## src/hw/rtl/fcbf_pkg.sv

```systemverilog
// Shared types and constants for the fire cooling blur filter.
`default_nettype none
package fcbf_pkg;

  typedef logic [7:0] pix_t;

  // Configuration register indexes (byte address is four times the index).
  localparam logic [1:0] REG_WIDTH   = 2'd0;
  localparam logic [1:0] REG_HEIGHT  = 2'd1;
  localparam logic [1:0] REG_COOLING = 2'd2;

  localparam int CFG_AW    = 4;
  localparam int CFG_DIM_W = 10;

  localparam int MIN_WIDTH  = 5;
  localparam int MIN_HEIGHT = 4;
  localparam int AVG_SHIFT  = 3;

  localparam logic [CFG_DIM_W-1:0] RST_WIDTH  = 10'd480;
  localparam logic [CFG_DIM_W-1:0] RST_HEIGHT = 10'd360;
  localparam pix_t                 RST_COOL   = 8'd4;

  localparam logic OP_PIXEL = 1'b0;
  localparam logic OP_FLUSH = 1'b1;

  // 3x3 neighborhood of the pixel being finished.
  typedef struct packed {
    pix_t nw;
    pix_t n;
    pix_t ne;
    pix_t w;
    pix_t e;
    pix_t sw;
    pix_t s;
    pix_t se;
    pix_t center;
    logic interior;
  } window_t;

  typedef struct packed {
    pix_t value;
    logic frame_end;
  } out_beat_t;

endpackage
`default_nettype wire

```

## src/hw/rtl/fcbf_out_skid.sv

```systemverilog
// Two-entry output stage: a main register and a skid register.
`default_nettype none
module fcbf_out_skid (
  input  wire logic                clk,
  input  wire logic                rst_n,
  input  wire logic                push,
  input  wire fcbf_pkg::out_beat_t push_beat,
  output logic                     space,
  output logic                     out_tvalid,
  input  wire logic                out_tready,
  output fcbf_pkg::out_beat_t      out_beat
);
  import fcbf_pkg::*;

  logic      main_vld_r;
  logic      skid_vld_r;
  out_beat_t main_r;
  out_beat_t skid_r;
  logic      pop;

  assign pop        = main_vld_r && out_tready;
  assign space      = !skid_vld_r;
  assign out_tvalid = main_vld_r;
  assign out_beat   = main_r;

  // The producer is held off while the skid entry is full, so push and a
  // full skid entry never meet.
  always_ff @(posedge clk) begin
    if (!rst_n) begin
      main_vld_r <= 1'b0;
      skid_vld_r <= 1'b0;
    end else if (skid_vld_r) begin
      if (pop) begin
        skid_vld_r <= 1'b0;
      end
    end else if (push) begin
      if (main_vld_r && !pop) begin
        skid_vld_r <= 1'b1;
      end else begin
        main_vld_r <= 1'b1;
      end
    end else if (pop) begin
      main_vld_r <= 1'b0;
    end
  end

  always_ff @(posedge clk) begin
    if (skid_vld_r) begin
      if (pop) begin
        main_r <= skid_r;
      end
    end else if (push) begin
      if (main_vld_r && !pop) begin
        skid_r <= push_beat;
      end else begin
        main_r <= push_beat;
      end
    end
  end

endmodule
`default_nettype wire

```

## config.mk

```make
export PLATFORM = sky130hd
export DESIGN_NAME = fcbf_out_skid
export DESIGN_NICKNAME = d
export VERILOG_FILES = /design/src/hw/rtl/fcbf_pkg.sv /design/src/hw/rtl/fcbf_out_skid.sv
export SDC_FILE = /design/constraint.sdc
export NUM_CORES = 1
export LEC_CHECK = 0
export BUFFER_PORTS_ARGS = -buffer_cell sky130_fd_sc_hd__buf_4
export CELL_PAD_IN_SITES_DETAIL_PLACEMENT = 1
export CELL_PAD_IN_SITES_GLOBAL_PLACEMENT = 2
export CORE_MARGIN = 2
export CORE_UTILIZATION = 35
export CTS_CLUSTER_SIZE = 8
export DETAILED_ROUTE_END_ITERATION = 7
export GPL_ROUTABILITY_DRIVEN = 0
export MAX_ROUTING_LAYER = met4
export PLACE_DENSITY_LB_ADDON = 0.12
export RECOVER_POWER = 25
export SLEW_MARGIN = 25
export SYNTH_ARGS = -nofsm -noshare
export SYNTH_HDL_FRONTEND = slang
export SYNTH_SLANG_ARGS = --single-unit
```

## constraint.sdc

```tcl
create_clock -name clk -period 2.93 [get_ports clk]
set_clock_uncertainty 0.15 [all_clocks]
set_input_delay 0.586 -clock clk [delete_from_list [all_inputs] [get_ports clk]]
set_output_delay 0.586 -clock clk [all_outputs]
set_load 0.03 [all_outputs]
```

==> impl_metrics.toml <==
[logic_synthesis]
ys_seq_area_share_pct = 75.8
synth_common_cells = "edfxtp_1, mux2_2, inv_1"
yosysWarnings = 0
synth.distinct_cells = 13
yosys.area_share.adder_pct = 0
synthSimpleGateAreaFrac_pct = 3.76
synth.most_common_cell = "edfxtp_1"
synth_area_um2 = 766
synth_xor_area_share_pct = 0
synth-edff-count = 18
synthMuxAreaShare_pct = 14.5
syn_nets = 55
synth-compound-area-share_pct = 2.94
ys_async_sr_fraction_pct = 0
synth.avg_cell_area_um2 = 18.2
synth_top_cell_area_share_pct = 70.6
postSynthCellCount = 42
synthTopCellsByArea = "edfxtp_1, mux2_2, dfxtp_1"
ys_ff_latch = 20
synth_ff_type = "edfxtp_1"
yosysTopAreaCell = "edfxtp_1"
synth_top_family_by_area = "multiplexers"

[setup_path]
worstRegToRegCells = 3
path_cells = "inv_1 -> buf_4"
cp_data_arrival_time_ns = 1.30
endpoint_kind = "output port"
reg2reg_slack_ns = 1.30
slowest_delay_ns = 0.69
cpMaxStageDelayCell = "dfxtp_1"
crit_required_ns = 2.19
crit-reg2reg-launch = "skid_vld_r"
start_kind = "flip-flop"
rr_endpoint = "out_beat[2]"
crit_type = "flip-flop to output port"
crit_path_start = "skid_vld_r"
critPathMaxFanout = 14

[clocking]
cts_sinks = 20
post_cts_buffers = 0
cts_hold_buf = 0
insertion_delay_ns = 0.30
htree_levels = 1
cts_tree = "built"
clock-root-buffer = "clkbuf_4"
cts_buffers = 3
clock_path_buffers = 2
cts_resized = 0
clkTransAtPathRegs_ns = 0.12

[drt]
wl_um = 1290
route.detailed.drc = 0
wl_per_cell_um = 13.5
dr.pass1.iters = 4
drt-vias-per-instance = 4.65
vias = 446
drt_iter0_drc = 4
ant_nets = 0

[global_route]
grt_max_degree = 15
grt_remaining_overflow = 0
track_usage_pct = 11.8
grt_pass1_wl_um = 2130
grt_antenna_before_repair = 0
grt_pass1_vias = 440

[place]
dp_hpwl_um = 975
portBuffers = 23
place_inst = 92

[hold_path]
hold-path-cell-count = 2
min_to = "skid_vld_r"
hold_start = "out_tready"
hold_class = "input pin to flip-flop"

[power_and_ir_drop]
cellPowerDensity_nw_per_um2 = 644
ir_drop_mv = 0.465
fin_total_pwr_mw = 0.648
leakage_nw = 0.375

[die]
coreArea_um2 = 2020
die_h_um = 50.8
io_pins = 24
fp.dieArea_um2 = 2580
rows = 16
initial_utilization_pct = 37.9
die_x_um = 50.8

[layout]
stdcell_count = 96
syn_to_final_growth_pct = 31.4
diodes = 0
nets = 83
drive_gt1_share_pct = 49.3

[timing]
tightest_slew_ns = 0.553
post-route-period-util_pct = 69.4
finalCriticalPeriod_ns = 2.03
setup_viol = 0
hold_viol_final = 0
fin_tns_setup_ns = 0
rsz0062_at_grt = "false"
fmax_mhz = 492
finalMaxSlewViolations = 0
slew_headroom_pct = 63.1

[run_status]
status = "completed"

[run]
cap_violations = 0
placed cells by master, fill, tap and decap left out:
| cell type | n |
|---|---|
| clkbuf_1 | 4 |
| a211oi_1 | 1 |
| mux2_2 | 9 |
| edfxtp_1 | 18 |
| nand2_1 | 1 |
| bufinv_16 | 1 |
| and4_1 | 1 |
| o21ai_0 | 1 |
| dfxtp_1 | 2 |
| mux2i_1 | 1 |
| a21oi_1 | 2 |
| clkbuf_4 | 8 |
| nand3b_1 | 1 |
| inv_1 | 3 |
| buf_4 | 15 |
| and2b_2 | 1 |
area by class of cell:
class	instances	area (µm²)
Clock buffer	3	22.5
Clock inverter	1	30.0
Fill cell	220	1020
Inverter	3	11.3
Multi-Input combinational cell	18	163
Sequential cell	20	581
Tap cell	27	33.8
Timing Repair Buffer	24	165
worst max-delay path: cells and delay by family (launching register included):
| family | cells | cell delay [ns] |
|---|---|---|
| buf+inv | 2 | 0.31 |
| flops | 1 | 0.69 |
stage by stage:
step | setup WS [ns] | hold WS (ns) | area (µm²) | utilization (%)
6_report | 0.898 | 0.323 | 1010 | 49.8
5_1_grt | 0.759 | 0.298 | 1010 | 49.8
4_1_cts | 0.876 | 0.309 | 1020 | 50.5
3_5_place_dp | 1.20 | 0.387 | 968 | 47.9
3_3_place_gp | 1.23 | 0.381 | 968 | 47.9
2_1_floorplan | 1.21 | 0.373 | 766 | -
registers in the layout, indices dropped and copies added (netlist names):
signal      flops
out_beat        9
out_tvalid      1
skid_r          9
skid_vld_r      1
power breakdown:
| part | internal (mW) | leakage (nW) | switching, mW |
|---|---|---|---|
| clock network | 0.138 | 0.0279 | 0.0826 |
| logic | 0.0383 | 0.162 | 0.0477 |
| registers | 0.331 | 0.185 | 0.00987 |
routing by layer:
metal	share of wire, %	track usage (%)
met5	0	-
met2	50	18.6
met4	0.39	4.05
met3	6.5	2.98
met1	43	14.8
cell families (layout without fill, tap and decap cells):
kind of cell / Yosys count / in the layout
muxes: 10 / 10
DFF: 20 / 20
and+or+nand+nor: 4 / 4
buffers and inverters: 4 / 31
AOI/OAI and AO/OA: 4 / 4
worst max-delay path by stage:
stage	endpoint	slack [ns]	cells after the start
after global routing	space	0.76	2
after floorplan	out_beat[0]	1.21	2
after detailed placement	skid_r[7]	1.20	3
after global placement	space	1.23	2
after CTS	space	0.88	2
final	space	0.90	2
No activity file was read; power rests on OpenSTA's default activity.
