## src/hw/rtl/fcbf_pkg.sv

```systemverilog
// Shared types and constants for the fire cooling blur filter.
`default_nettype none
package fcbf_pkg;

  typedef logic [7:0] pix_t;

  // Configuration register indexes (byte address is four times the index).
  localparam logic [1:0] REG_WIDTH   = 2'd0;
  localparam logic [1:0] REG_HEIGHT  = 2'd1;
  localparam logic [1:0] REG_COOLING = 2'd2;

  localparam int CFG_AW    = 4;
  localparam int CFG_DIM_W = 10;

  localparam int MIN_WIDTH  = 5;
  localparam int MIN_HEIGHT = 4;
  localparam int AVG_SHIFT  = 3;

  localparam logic [CFG_DIM_W-1:0] RST_WIDTH  = 10'd480;
  localparam logic [CFG_DIM_W-1:0] RST_HEIGHT = 10'd360;
  localparam pix_t                 RST_COOL   = 8'd4;

  localparam logic OP_PIXEL = 1'b0;
  localparam logic OP_FLUSH = 1'b1;

  // 3x3 neighborhood of the pixel being finished.
  typedef struct packed {
    pix_t nw;
    pix_t n;
    pix_t ne;
    pix_t w;
    pix_t e;
    pix_t sw;
    pix_t s;
    pix_t se;
    pix_t center;
    logic interior;
  } window_t;

  typedef struct packed {
    pix_t value;
    logic frame_end;
  } out_beat_t;

endpackage
`default_nettype wire

```

## src/hw/rtl/fcbf_delay_ring.sv

```systemverilog
// Circular delay line in a synchronous single-port memory with registered read.
`default_nettype none
module fcbf_delay_ring #(
  parameter int DEPTH = 509
) (
  input  wire logic                       clk,
  input  wire logic                       rst_n,
  input  wire logic                       clr,
  input  wire logic                       adv,
  input  wire logic [$clog2(DEPTH)-1:0]   last,
  input  wire fcbf_pkg::pix_t             wdata,
  output fcbf_pkg::pix_t                  rdata_r
);
  import fcbf_pkg::*;

  localparam int AW = $clog2(DEPTH);

  pix_t          mem [DEPTH];
  logic [AW-1:0] ptr_r;
  logic [AW-1:0] ptr_nxt;

  // The entry under the pointer is the oldest one: read it out and replace it.
  always_ff @(posedge clk) begin
    if (adv) begin
      rdata_r    <= mem[ptr_r];
      mem[ptr_r] <= wdata;
    end
  end

  always_comb begin
    ptr_nxt = ptr_r;
    if (clr) begin
      ptr_nxt = '0;
    end else if (adv) begin
      ptr_nxt = (ptr_r == last) ? '0 : ptr_r + AW'(1);
    end
  end

  always_ff @(posedge clk) begin
    if (!rst_n) begin
      ptr_r <= '0;
    end else begin
      ptr_r <= ptr_nxt;
    end
  end

endmodule
`default_nettype wire

```

## config.mk

```make
export PLATFORM = sky130hd
export DESIGN_NAME = fcbf_delay_ring
export DESIGN_NICKNAME = d
export VERILOG_FILES = /design/src/hw/rtl/fcbf_pkg.sv /design/src/hw/rtl/fcbf_delay_ring.sv
export SDC_FILE = /design/constraint.sdc
export NUM_CORES = 2
export LEC_CHECK = 0
export BUFFER_PORTS_ARGS = -buffer_cell sky130_fd_sc_hd__buf_2
export CAP_MARGIN = 20
export CORE_UTILIZATION = 40
export DETAILED_ROUTE_END_ITERATION = 8
export SYNTH_ARGS = -nofsm -noshare
export SYNTH_HDL_FRONTEND = slang
export SYNTH_SLANG_ARGS = --single-unit
```

## constraint.sdc

```tcl
create_clock -name clk -period 2.8 [get_ports clk]
set_input_delay 0.56 -clock clk [delete_from_list [all_inputs] [get_ports clk]]
set_output_delay 0.56 -clock clk [all_outputs]
set_load 0.01 [all_outputs]
```

==> impl_metrics.toml <==
[route]
drc = 0
vias = 87298
viasPerCell = 5.78
wire_per_inst_um = 31.9
drt_iter0_markers = 11672
antenna_left = 0
first_pass_iters = 6
routed_wl_um = 482000

[logic_synthesis]
syn_inst = 7623
synth_ff_type = "edfxtp_1"
yosysWarningCount = 0
syn_avg_cell_area_sq_um = 20.8
synth_edf_count = 4080
ys_seq_area_share_pct = 77.2
synthesis.area_sq_mm = 0.159
ys_ff_latch = 4089
postSynth.asyncResetShare_pct = 0
synth_nets = 7648
ys_types = 72

[placement]
detailed_place_hpwl_um = 328000
placed_cells = 14229
gp_congestion = 1.02
placed_cell_area_sq_mm = 0.182
port_buffers = 28
place_ws_ns = -1.38

[die]
core_area_sq_mm = 0.396
start_util_pct = 40.2
chipHeight_um = 632
dieWidth_um = 632
ioPinCount = 29
row_count = 231
dieArea_sq_mm = 0.400

[power_and_ir_drop]
switching_share_pct = 20.7
p_leak_nw = 63.9
internal-power_mw = 99.3
power.density_mw_per_mm2 = 632
power_frac_seq_pct = 53.8
clkPwrFrac_pct = 42.9
ir_drop_mv = 0.684
comb_power_share_pct = 3.3
p_sw_mw = 25.9
p_total_mw = 125

[timing]
finalCritPeriodShare_pct = 124
finClkSkew_ns = 0.0821
rsz0062_at_grt = "yes"
fin_ws_ns = -0.660
tightest_slew_ns = 1.20
drv_slew = 0
fin_setup_tns_ns = -8.99
finalCriticalPeriod_ns = 3.46
slew_headroom_pct = 19.7
setup_viol = 186
whs_ns = 0.0455
hold_viol = 0
max_freq_mhz = 289

[setup_path]
path_cells = "buf_12 > buf_6 > buf_16 > bufbuf_16 > buf_4 > mux4_2 > mux2i_1 > buf_4 > o22ai_1 > o21ai_2 > buf_4 > o2111ai_1 > or4_1"
crit_buf_inv = 7
worstPathArrival_ns = 4.19
max_stage_delay_ns = 0.52
rr_worst_depth = 13
critical_path_class = "reg2reg"
crit_fanout = 6
crit_required_ns = 3.53
reg2reg_slack_ns = -0.66
worst_setup_path_end_kind = "flop"
crit_path_frequent_cell = "buf_4"
worst_r2r_endpoint = "rdata_r[3]$_DFFE_PP_"
slowest_stage = "mux4_2"
worstReg2RegStart = "ptr_r[0]$_SDFFE_PP0P_"
cp_top_family = "buffers and inverters"
crit_path_start_kind = "flop"
critical_path_cell_count = 13

[global_route]
grt_start_max_net_pins = 166
grt_pass1_wl_um = 674000
grt_antenna_before_repair = 24
grt-ovfl-total = 0
grt_pass1_vias = 87557
grt_use_total_pct = 23.8

[clocking]
clockRootBuffer = "clkbuf_16"
clkTransAtPathRegs_ns = 0.07
clk_latency_ns = 1.00
cts_sinks = 4089
cts_buffers = 411
htreeDepth = 5
cts_tree = "built"
cts_max_path_buffers = 4

[hold_path]
min_path_cells = 4
min_to = "ptr_r[5]$_SDFFE_PP0P_"
min-delay-start = "clr"
hold_path_class = "in2reg"

[layout]
design_area_sq_mm = 0.198
area_growth_pct = 24.7
fin_nets = 9540
utilization_pct = 50.1
layout-drive-gt1-share_pct = 39.5
fillers = 31263
seq_area_sq_mm = 0.123
multiInputGateArea_sq_mm = 0.0358
stdcell_count = 15101

[outcome]
outcome = "finished, violations left"
violations = "negative setup slack"

[job]
cap_violations = 0
-- area by class of cell --
type / count / share of cell area, %
well taps: 5242 / 3.31
multi-input cells: 3032 / 18.1
clock buffers: 486 / 5.41
repair buffers: 1970 / 10.1
inverters: 11 / 0.0379
clock inverters: 264 / 1.17
diodes: 7 / 0.00884
flip-flops and latches: 4089 / 61.9
-- routing by layer --
layer | vias to the layer above | global-route usage (%) | part of all wire [%] | wire, um
met3 | 995 | 4.80 | 9.6 | 46000
li1 | 35659 | - | - | -
met1 | 46039 | 32.3 | 39 | 187000
met5 | - | 0 | 0.015 | 74
met2 | 4593 | 37.6 | 47 | 224000
met4 | 12 | 10.2 | 5.1 | 24400
-- worst reg2reg max path, cell delays in order (launching register included) --
cell	delay (ns)
dfxtp_4	0.35
buf_12	0.13
buf_6	0.12
buf_16	0.14
bufbuf_16	0.30
buf_4	0.12
mux4_2	0.52
mux2i_1	0.22
buf_4	0.15
o22ai_1	0.09
o21ai_2	0.32
buf_4	0.18
o2111ai_1	0.13
or4_1	0.41
-- cell usage in the layout, fill, tap and decap left out, types with 33 or more instances in the layout --
cell and count:
a21oi_1 113, buf_6 47, mux4_2 884, o21ai_0 97, clkbuf_16 418, nor2_2 166, buf_12 344, nor2_1 386
edfxtp_1 4080, nand3_1 42, clkbuf_1 68, nand4_1 36, o22ai_1 129, a22oi_1 83, clkinv_2 83, nand2_1 116
mux2i_1 367, buf_4 1505, clkinv_1 103, mux2_2 64, bufinv_16 33
-- cell families after synthesis --
family                     after synthesis  share of synthesized area, %
xor gates and xnor gates                17                        0.0937
adders and majority gates                4                        0.0315
buffers and inverters                  502                          1.58
DFF                                   4089                          77.2
AOI/OAI and AO/OA                      680                          2.85
muxes                                 1343                          15.5
and+or+nand+nor                        988                          2.76
-- flip-flops by register name, summed over array words and instances, names as in the netlist --
name	count
rdata_r	8
ptr_r	9
mem	4072
-- cells in the mapped netlist, drive strengths merged, types with 4 or more instances --
| cell | number | area (sq um) |
|---|---|---|
| a2111oi | 16 | 140 |
| a211o | 15 | 131 |
| a211oi | 21 | 158 |
| a21oi | 121 | 606 |
| a221oi | 22 | 193 |
| a22o | 10 | 87.6 |
| a22oi | 97 | 728 |
| a311oi | 7 | 61.3 |
| a31oi | 29 | 181 |
| a32o | 8 | 80.1 |
| a32oi | 16 | 140 |
| a41o | 4 | 40.0 |
| and2 | 21 | 131 |
| and3 | 28 | 175 |
| and3b | 5 | 43.8 |
| buf | 293 | 1730 |
| clkbuf | 198 | 744 |
| dfxtp | 9 | 180 |
| edfxtp | 4080 | 123000 |
| ha | 4 | 50.1 |
| inv | 10 | 37.5 |
| mux2 | 64 | 721 |
| mux2i | 395 | 3950 |
| mux4 | 884 | 19900 |
| nand2 | 134 | 503 |
| nand2b | 8 | 50.1 |
| nand3 | 50 | 250 |
| nand4 | 36 | 225 |
| nand4b | 4 | 35.0 |
| nor2 | 578 | 2170 |
| nor2b | 37 | 231 |
| nor3 | 29 | 145 |
| nor3b | 5 | 37.5 |
| nor4 | 26 | 163 |
| o2111ai | 11 | 96.3 |
| o211ai | 13 | 97.6 |
| o21ai | 112 | 561 |
| o221ai | 4 | 35.0 |
| o22ai | 137 | 857 |
| o32a | 6 | 60.1 |
| o32ai | 11 | 96.3 |
| or4 | 9 | 67.6 |
| xnor2 | 6 | 52.6 |
| xor2 | 11 | 96.3 |
-- power by group through the flow --
| stage | sequential (mW) | clock (mW) | combinational (mW) |
|---|---|---|---|
| 6_report | 67.4 | 53.7 | 4.10 |
| 5_1_grt | 67.3 | 56.6 | 4.27 |
| 4_1_cts | 67.3 | 54.3 | 4.03 |
| 3_5_place_dp | 68.7 | 0 | 3.78 |
| 3_3_place_gp | 68.7 | 0 | 3.68 |
| 2_1_floorplan | 68.7 | 0 | 1.45 |
-- how the worst max path moves through the flow --
stage | from | to
2_1_floorplan | ptr_r[1]$_SDFFE_PP0P_ | mem[476][0]$_DFFE_PP_
3_3_place_gp | ptr_r[3]$_SDFFE_PP0P_ | rdata_r[3]$_DFFE_PP_
3_5_place_dp | ptr_r[1]$_SDFFE_PP0P_ | rdata_r[0]$_DFFE_PP_
4_1_cts | ptr_r[0]$_SDFFE_PP0P_ | rdata_r[3]$_DFFE_PP_
5_1_grt | ptr_r[0]$_SDFFE_PP0P_ | rdata_r[3]$_DFFE_PP_
6_report | ptr_r[0]$_SDFFE_PP0P_ | rdata_r[3]$_DFFE_PP_
-- what timing repair did --
item,in CTS,in global routing
gates resized for setup,268,131
hold buffers,3,0
hold endpoints to repair,36,0
endpoints found under the setup margin,2108,178
setup buffers,65,41
pin swaps,45,36
cloned,14,0
(Power assumes the default switching activity.)
