File: src/hw/rtl/fcbf_pkg.sv
// Shared types and constants for the fire cooling blur filter.
`default_nettype none
package fcbf_pkg;

  typedef logic [7:0] pix_t;

  // Configuration register indexes (byte address is four times the index).
  localparam logic [1:0] REG_WIDTH   = 2'd0;
  localparam logic [1:0] REG_HEIGHT  = 2'd1;
  localparam logic [1:0] REG_COOLING = 2'd2;

  localparam int CFG_AW    = 4;
  localparam int CFG_DIM_W = 10;

  localparam int MIN_WIDTH  = 5;
  localparam int MIN_HEIGHT = 4;
  localparam int AVG_SHIFT  = 3;

  localparam logic [CFG_DIM_W-1:0] RST_WIDTH  = 10'd480;
  localparam logic [CFG_DIM_W-1:0] RST_HEIGHT = 10'd360;
  localparam pix_t                 RST_COOL   = 8'd4;

  localparam logic OP_PIXEL = 1'b0;
  localparam logic OP_FLUSH = 1'b1;

  // 3x3 neighborhood of the pixel being finished.
  typedef struct packed {
    pix_t nw;
    pix_t n;
    pix_t ne;
    pix_t w;
    pix_t e;
    pix_t sw;
    pix_t s;
    pix_t se;
    pix_t center;
    logic interior;
  } window_t;

  typedef struct packed {
    pix_t value;
    logic frame_end;
  } out_beat_t;

endpackage
`default_nettype wire

File: src/hw/rtl/fcbf_kernel.sv
// Neighbor average minus cooling, floored at zero; border pixels pass through.
`default_nettype none
module fcbf_kernel (
  input  wire fcbf_pkg::window_t win,
  input  wire fcbf_pkg::pix_t    cooling,
  output fcbf_pkg::pix_t         result
);
  import fcbf_pkg::*;

  logic [10:0] sum;
  pix_t        avg;

  always_comb begin
    sum = ((11'(win.nw) + 11'(win.n)) + (11'(win.ne) + 11'(win.e)))
        + ((11'(win.sw) + 11'(win.s)) + (11'(win.se) + 11'(win.w)));
    avg = pix_t'(sum >> AVG_SHIFT);
    if (!win.interior) begin
      result = win.center;
    end else if (avg > cooling) begin
      result = avg - cooling;
    end else begin
      result = '0;
    end
  end

endmodule
`default_nettype wire

File: config.mk
export PLATFORM = sky130hd
export DESIGN_NAME = fcbf_kernel
export DESIGN_NICKNAME = d
export VERILOG_FILES = /design/src/hw/rtl/fcbf_pkg.sv /design/src/hw/rtl/fcbf_kernel.sv
export SDC_FILE = /design/constraint.sdc
export NUM_CORES = 1
export LEC_CHECK = 0
export BUFFER_PORTS_ARGS = -buffer_cell sky130_fd_sc_hd__buf_2
export CAP_MARGIN = 20
export CELL_PAD_IN_SITES_DETAIL_PLACEMENT = 0
export CELL_PAD_IN_SITES_GLOBAL_PLACEMENT = 2
export CORE_UTILIZATION = 30
export DETAILED_ROUTE_END_ITERATION = 8
export PLACE_DENSITY = 0.87
export SETUP_SLACK_MARGIN = 0.5
export SYNTH_ARGS = -nofsm -noshare
export SYNTH_HDL_FRONTEND = slang
export SYNTH_SLANG_ARGS = --single-unit
File: constraint.sdc
create_clock -name vclk -period 22.4
set_input_delay 6.72 -clock vclk [all_inputs]
set_output_delay 6.72 -clock vclk [all_outputs]
set_load 0.05 [all_outputs]
==> results of run 1 <==
layer usage:
layer	wire, um	share of wire
met5	0	0
met4	0	0
met2	1870	0.51
met3	197	0.054
met1	1600	0.44
final cells by class:
class	instances	area, um^2
fillers	735	4140
multi-input cells	133	1660
repair buffers	89	445
inverters	115	432
well taps	96	120
cell families after synthesis:
logic type | count (synthesis) | share of synthesized area
buf+inv | 116 | 0.209
simple gates | 21 | 0.0519
compound gates | 35 | 0.133
mux | 1 | 0.00477
xor+xnor | 11 | 0.0459
fa+ha+maj | 65 | 0.555
stage by stage:
step / cells / cell area [um^2] / worst slack (ns)
3_5_place_dp: 433 / 2660 / 3.58
6_report: 433 / 2660 / 3.63
3_3_place_gp: 433 / 2660 / 3.66
4_1_cts: 433 / 2660 / 3.57
2_1_floorplan: 249 / 2100 / 3.65
5_1_grt: 433 / 2660 / 3.38
placed cells by master, fill, tap and decap left out, types with 2 or more instances in the layout:
master    synthesis  routed
a211oi_1          2       2
a21o_1            4       4
a21oi_1           7       7
buf_2             0      89
fa_1             47      47
ha_1             18      18
inv_1           115     115
nand2_1           5       5
nand2b_1          2       2
nor2_1            5       5
nor3_1            2       2
o21a_1            3       3
o21ai_0           2       2
o21ai_1           2       2
o22ai_1           6       6
o32ai_2           2       2
xnor2_1           8       8
xor2_1            3       3
worst paths after layout:
kind  depth (start not counted)  startpoint         to
max                          22     win[13]  result[4]
min                           4      win[3]  result[2]
worst max-delay path, delay by kind of cell:
family                     cells  cell delay, ns
adders and majority gates      6            2.80
AOI/OAI and AO/OA              7            1.54
buffers and inverters          6            0.56
and+or+nand+nor                2            0.32
xor gates and xnor gates       1            0.09
cell usage after synthesis (3+ instances only):
library cell,n,share of area
xor2_1,3,0.013
ha_1,18,0.11
inv_1,115,0.21
nor2_1,5,0.0089
a21oi_1,7,0.017
o21a_1,3,0.011
xnor2_1,8,0.033
fa_1,47,0.45
nand2_1,5,0.0089
o22ai_1,6,0.018
a21o_1,4,0.014
==> metrics.md, run 1 <==
| Metric | Value |
|---|---|
| Final Hold Viols | 0 |
| RSZ-0062 raised after global routing | false |
| Largest net degree at the start of global routing | 10 |
| Final setup violation count | 0 |
| Seq Cell Count | 0 |
| Syn nets | 395 |
| Share of layout cells above drive strength 1 | 0.282 |
| Layout Nets | 485 |
| Total GRT Usage | 0.103 |
| CP Cell Sequence | buf_2, inv_1, fa_1, inv_1, fa_1, fa_1, inv_1, fa_1, inv_1, ha_1, and3_1, a221o_1, a21o_1, a21oi_1, xnor2_1, ha_1, nand4_2, a211o_1, o21ai_2, o221ai_4, o32ai_2, buf_2 |
| Starting density of the core | 0.309 |
| Max-slew violations | 0 |
| Setup repair bufs after CTS | 0 |
| Die Y | 85.7 um |
| Sequential area share after synthesis | 0 |
| GR Util met2 | 0.197 |
| Met1 Track Usage GR | 0.137 |
| Worst path slowest cell | fa_1 |
| Routed length per instance | 8.46 um |
| Status | finished clean |
| Drt via density | 4.08 |
| DIE AREA | 7340 um^2 |
| I/O pin count | 89 |
| Post-route minimum period | 18.77 ns |
| DR DRC count | 0 |
| Crit path capture type | output port |
| Clock buf count | 0 |
| Total gr overflow | 0 |
| Startpoint Class | input pin |
| Layout Area Growth over Synthesis | 26.6% |
| M3 GR Usage | 0.00577 |
| CP max FO | 8 |
| Fmax | 53.3 MHz |
| Crit path required time | 15.68 ns |
| Fin Hold WS | 13.84 ns |
| Hold_buf cts | 0 |
| YS warnings | 0 |
| Global-route wire length before repair | 6.56 mm |
| 1st-iter DRT viols | 29 |
| Cells after synthesis | 249 |
| Final TNS setup | 0 ns |
| Routed wire length | 3.66 mm |
| Fin util | 0.391 |
| HP Class | input pin to output port |
| Worst EP arrival | 12.05 ns |
| GRT busiest layer | met2 |
| Maximum capacitance violations | 0 |
| Syn Area/Cell | 8.43 um^2 |
| Port-buffer cells | 89 |
| Max stage delay on crit path | 0.54 ns |
| Post-CTS sizing | 0 |
| Yosys cell types | 33 |
| Initial antenna violation count | 0 |
| Worst-margin pin slew | 0.410 ns |
| Diode count | 0 |
| Row cnt | 30 |
| Sequential cell area | 0 um^2 |
| 1st-pass router iterations | 4 |
| Vias in the first global route | 1723 |
| Final worst path period share | 0.838 |
| Chip width | 85.7 um |
| Crit path kind | input pin to output port |
| Core area | 6790 um^2 |
| DRT antenna net count | 0 |
| Final RePlAce weighted congestion | 0.750 |
| Relative slew slack | 0.725 |
| Detailed-route via count | 1768 |
| Netlist Area Pre-Place | 2100 um^2 |
| Detailed placer's ending HPWL | 3.64 mm |
Power of run 1 is not shown: default switching activity piles up to over one toggle a cycle in this logic, so the estimate is an artifact.
==> run 2, diff against run 1 <==
--- a/config.mk
+++ b/config.mk
@@ -5,13 +5,14 @@
 export SDC_FILE = /design/constraint.sdc
 export NUM_CORES = 1
 export LEC_CHECK = 0
+export ABC_AREA = 1
 export BUFFER_PORTS_ARGS = -buffer_cell sky130_fd_sc_hd__buf_2
 export CAP_MARGIN = 20
 export CELL_PAD_IN_SITES_DETAIL_PLACEMENT = 0
 export CELL_PAD_IN_SITES_GLOBAL_PLACEMENT = 2
-export CORE_UTILIZATION = 30
+export CORE_UTILIZATION = 24
 export DETAILED_ROUTE_END_ITERATION = 8
-export PLACE_DENSITY = 0.87
+export PLACE_DENSITY = 0.77
 export SETUP_SLACK_MARGIN = 0.5
 export SYNTH_ARGS = -nofsm -noshare
 export SYNTH_HDL_FRONTEND = slang
==> constraint.sdc (replaced) <==
create_clock -name vclk -period 15.2
set_input_delay 4.56 -clock vclk [all_inputs]
set_output_delay 4.56 -clock vclk [all_outputs]
set_load 0.05 [all_outputs]
==> metrics.md, run 2 <==
| Metric | Value |
|---|---|
| Status | finished, violations left |
| Failing checks | DRC |
| Port-buffer cells | 89 |
| Met3 wire len | 215 um |
| Syn nets | 463 |
| Die Y | 98.2 um |
| Multi-input gate area | 1710 um^2 |
| CP max FO | 8 |
| I/O pin count | 89 |
| Relative slew slack | 0.786 |
| DRT antenna net count | 0 |
| Fmax | 72.6 MHz |
| Final setup violation count | 0 |
| Top Layer Used | met3 |
| Detailed-route via count | 1934 |
| Most frequent cell after synthesis | inv_1 |
| Crit path required time | 10.64 ns |
| M1 WL | 1.82 mm |
| Startpoint Class | input pin |
| DIE AREA | 9640 um^2 |
| Layout Nets | 554 |
| Syn Area/Cell | 7.00 um^2 |
| HP Class | input pin to output port |
| Diode count | 0 |
| Most common cell after layout, fill and taps aside | inv_1 |
| Cells after synthesis | 317 |
| Total gr overflow | 0 |
| Synth top cells by count | 136 x inv_1, 75 x nand2_1, 47 x fa_1 |
| Worst path slowest cell | fa_1 |
| Chip width | 98.2 um |
| Netlist Area Pre-Place | 2220 um^2 |
| Starting density of the core | 0.251 |
| Post-route minimum period | 13.77 ns |
| Share of Yosys cell area claimed by the top area cell type | 0.424 |
| Crit path capture type | output port |
| Yosys cell types | 19 |
| Metal2 WL | 2.12 mm |
| DR DRC count | 6 |
| Final Hold Viols | 0 |
| YS warnings | 0 |
| Row cnt | 34 |
| Worst path bufs/invs | 6 |
| Clock buf count | 0 |
| CP top delay family | adder cells |
| Seq Cell Count | 0 |
| Total GRT Usage | 0.0979 |
| Layout Area Growth over Synthesis | 26.2% |
| Worst-margin pin slew | 0.320 ns |
| Routed length per instance | 8.09 um |
| Sequential cell area | 0 um^2 |
| Worst EP arrival | 9.21 ns |
| Max-slew violations | 0 |
| Most common cell on crit path | fa_1 |
| Global-route wire length before repair | 8.17 mm |
| Share of layout cells above drive strength 1 | 0.236 |
| 1st-iter DRT viols | 34 |
| Crit path kind | input pin to output port |
| Sequential area share after synthesis | 0 |
| CP Cell Sequence | buf_2, inv_1, fa_1, inv_1, fa_1, fa_1, fa_1, inv_1, fa_1, inv_1, nand4_1, o211ai_1, xor2_1, ha_1, nand2_1, nor2_4, nand2_2, a21oi_4, nand2_1, nand2_1, buf_2 |
| RSZ-0062 raised after global routing | false |
| Initial antenna violation count | 0 |
| Post-CTS sizing | 0 |
| Maximum capacitance violations | 0 |
| Synth area leader | fa_1 |
| Detailed placer's ending HPWL | 4.13 mm |
| Final worst path period share | 0.906 |
| Leading post-synthesis cells by cell area | fa_1 42%, inv_1 23%, nand2_1 13% |
| Largest net degree at the start of global routing | 9 |
| Routed wire length | 4.16 mm |
| 1st-pass router iterations | 6 |
| Core area | 8850 um^2 |
| Commonest non-fill, non-tap cells in the layout | 136 x inv_1, 89 x buf_2, 75 x nand2_1 |
| Setup repair bufs after CTS | 0 |
| Drt via density | 3.76 |
| Hold_buf cts | 0 |
| Final TNS setup | 0 ns |
| Vias in the first global route | 2090 |
| Final RePlAce weighted congestion | 0.791 |
| Max stage delay on crit path | 0.58 ns |
| Fillcell total | 995 |
==> run 2: cell type report <==
class	instances	area share
inverter	137	0.184
multi-input combinational	180	0.609
tap	108	0.0483
timing repair buffer	89	0.159
==> run 2: stage by stage <==
stage	hold slack, ns	setup slack [ns]	instances	area [um^2]	utilization
after floorplan	9.45	1.78	317	2220	-
after global placement	9.51	1.41	514	2800	0.316
after detailed placement	9.51	1.39	514	2800	0.316
after CTS	9.51	1.38	514	2800	0.316
after global routing	9.53	1.04	514	2800	0.316
final	9.51	1.43	514	2800	0.316
==> run 2: cells by family (layout without fill, tap and decap cells) <==
kind of cell	after synthesis	after routing	share of synthesized area
buffers and inverters	137	226	0.232
and+or+nand+nor	95	95	0.176
adders and majority gates	65	65	0.525
AOI/OAI and AO/OA	13	13	0.0395
xor gates and xnor gates	7	7	0.0276
==> run 2: worst paths after layout <==
check,startpoint,cells past startpoint,slack [ns],to
min,win[3],4,9.51,result[2]
max,win[12],21,1.43,result[1]
==> run 2: tightest hold or removal path, stage by stage <==
cell     delay [ns]
buf_2          0.09
nand2_1        0.05
nand2_1        0.04
buf_2          0.20
==> run 2: metal layers <==
layer / up-vias / global-route usage
li1: 1042 / -
met1: 851 / 0.118
met2: 41 / 0.200
met3: 0 / 0.00429
met4: 0 / 0
met5: - / 0
Power of run 2 is left out for the same reason.
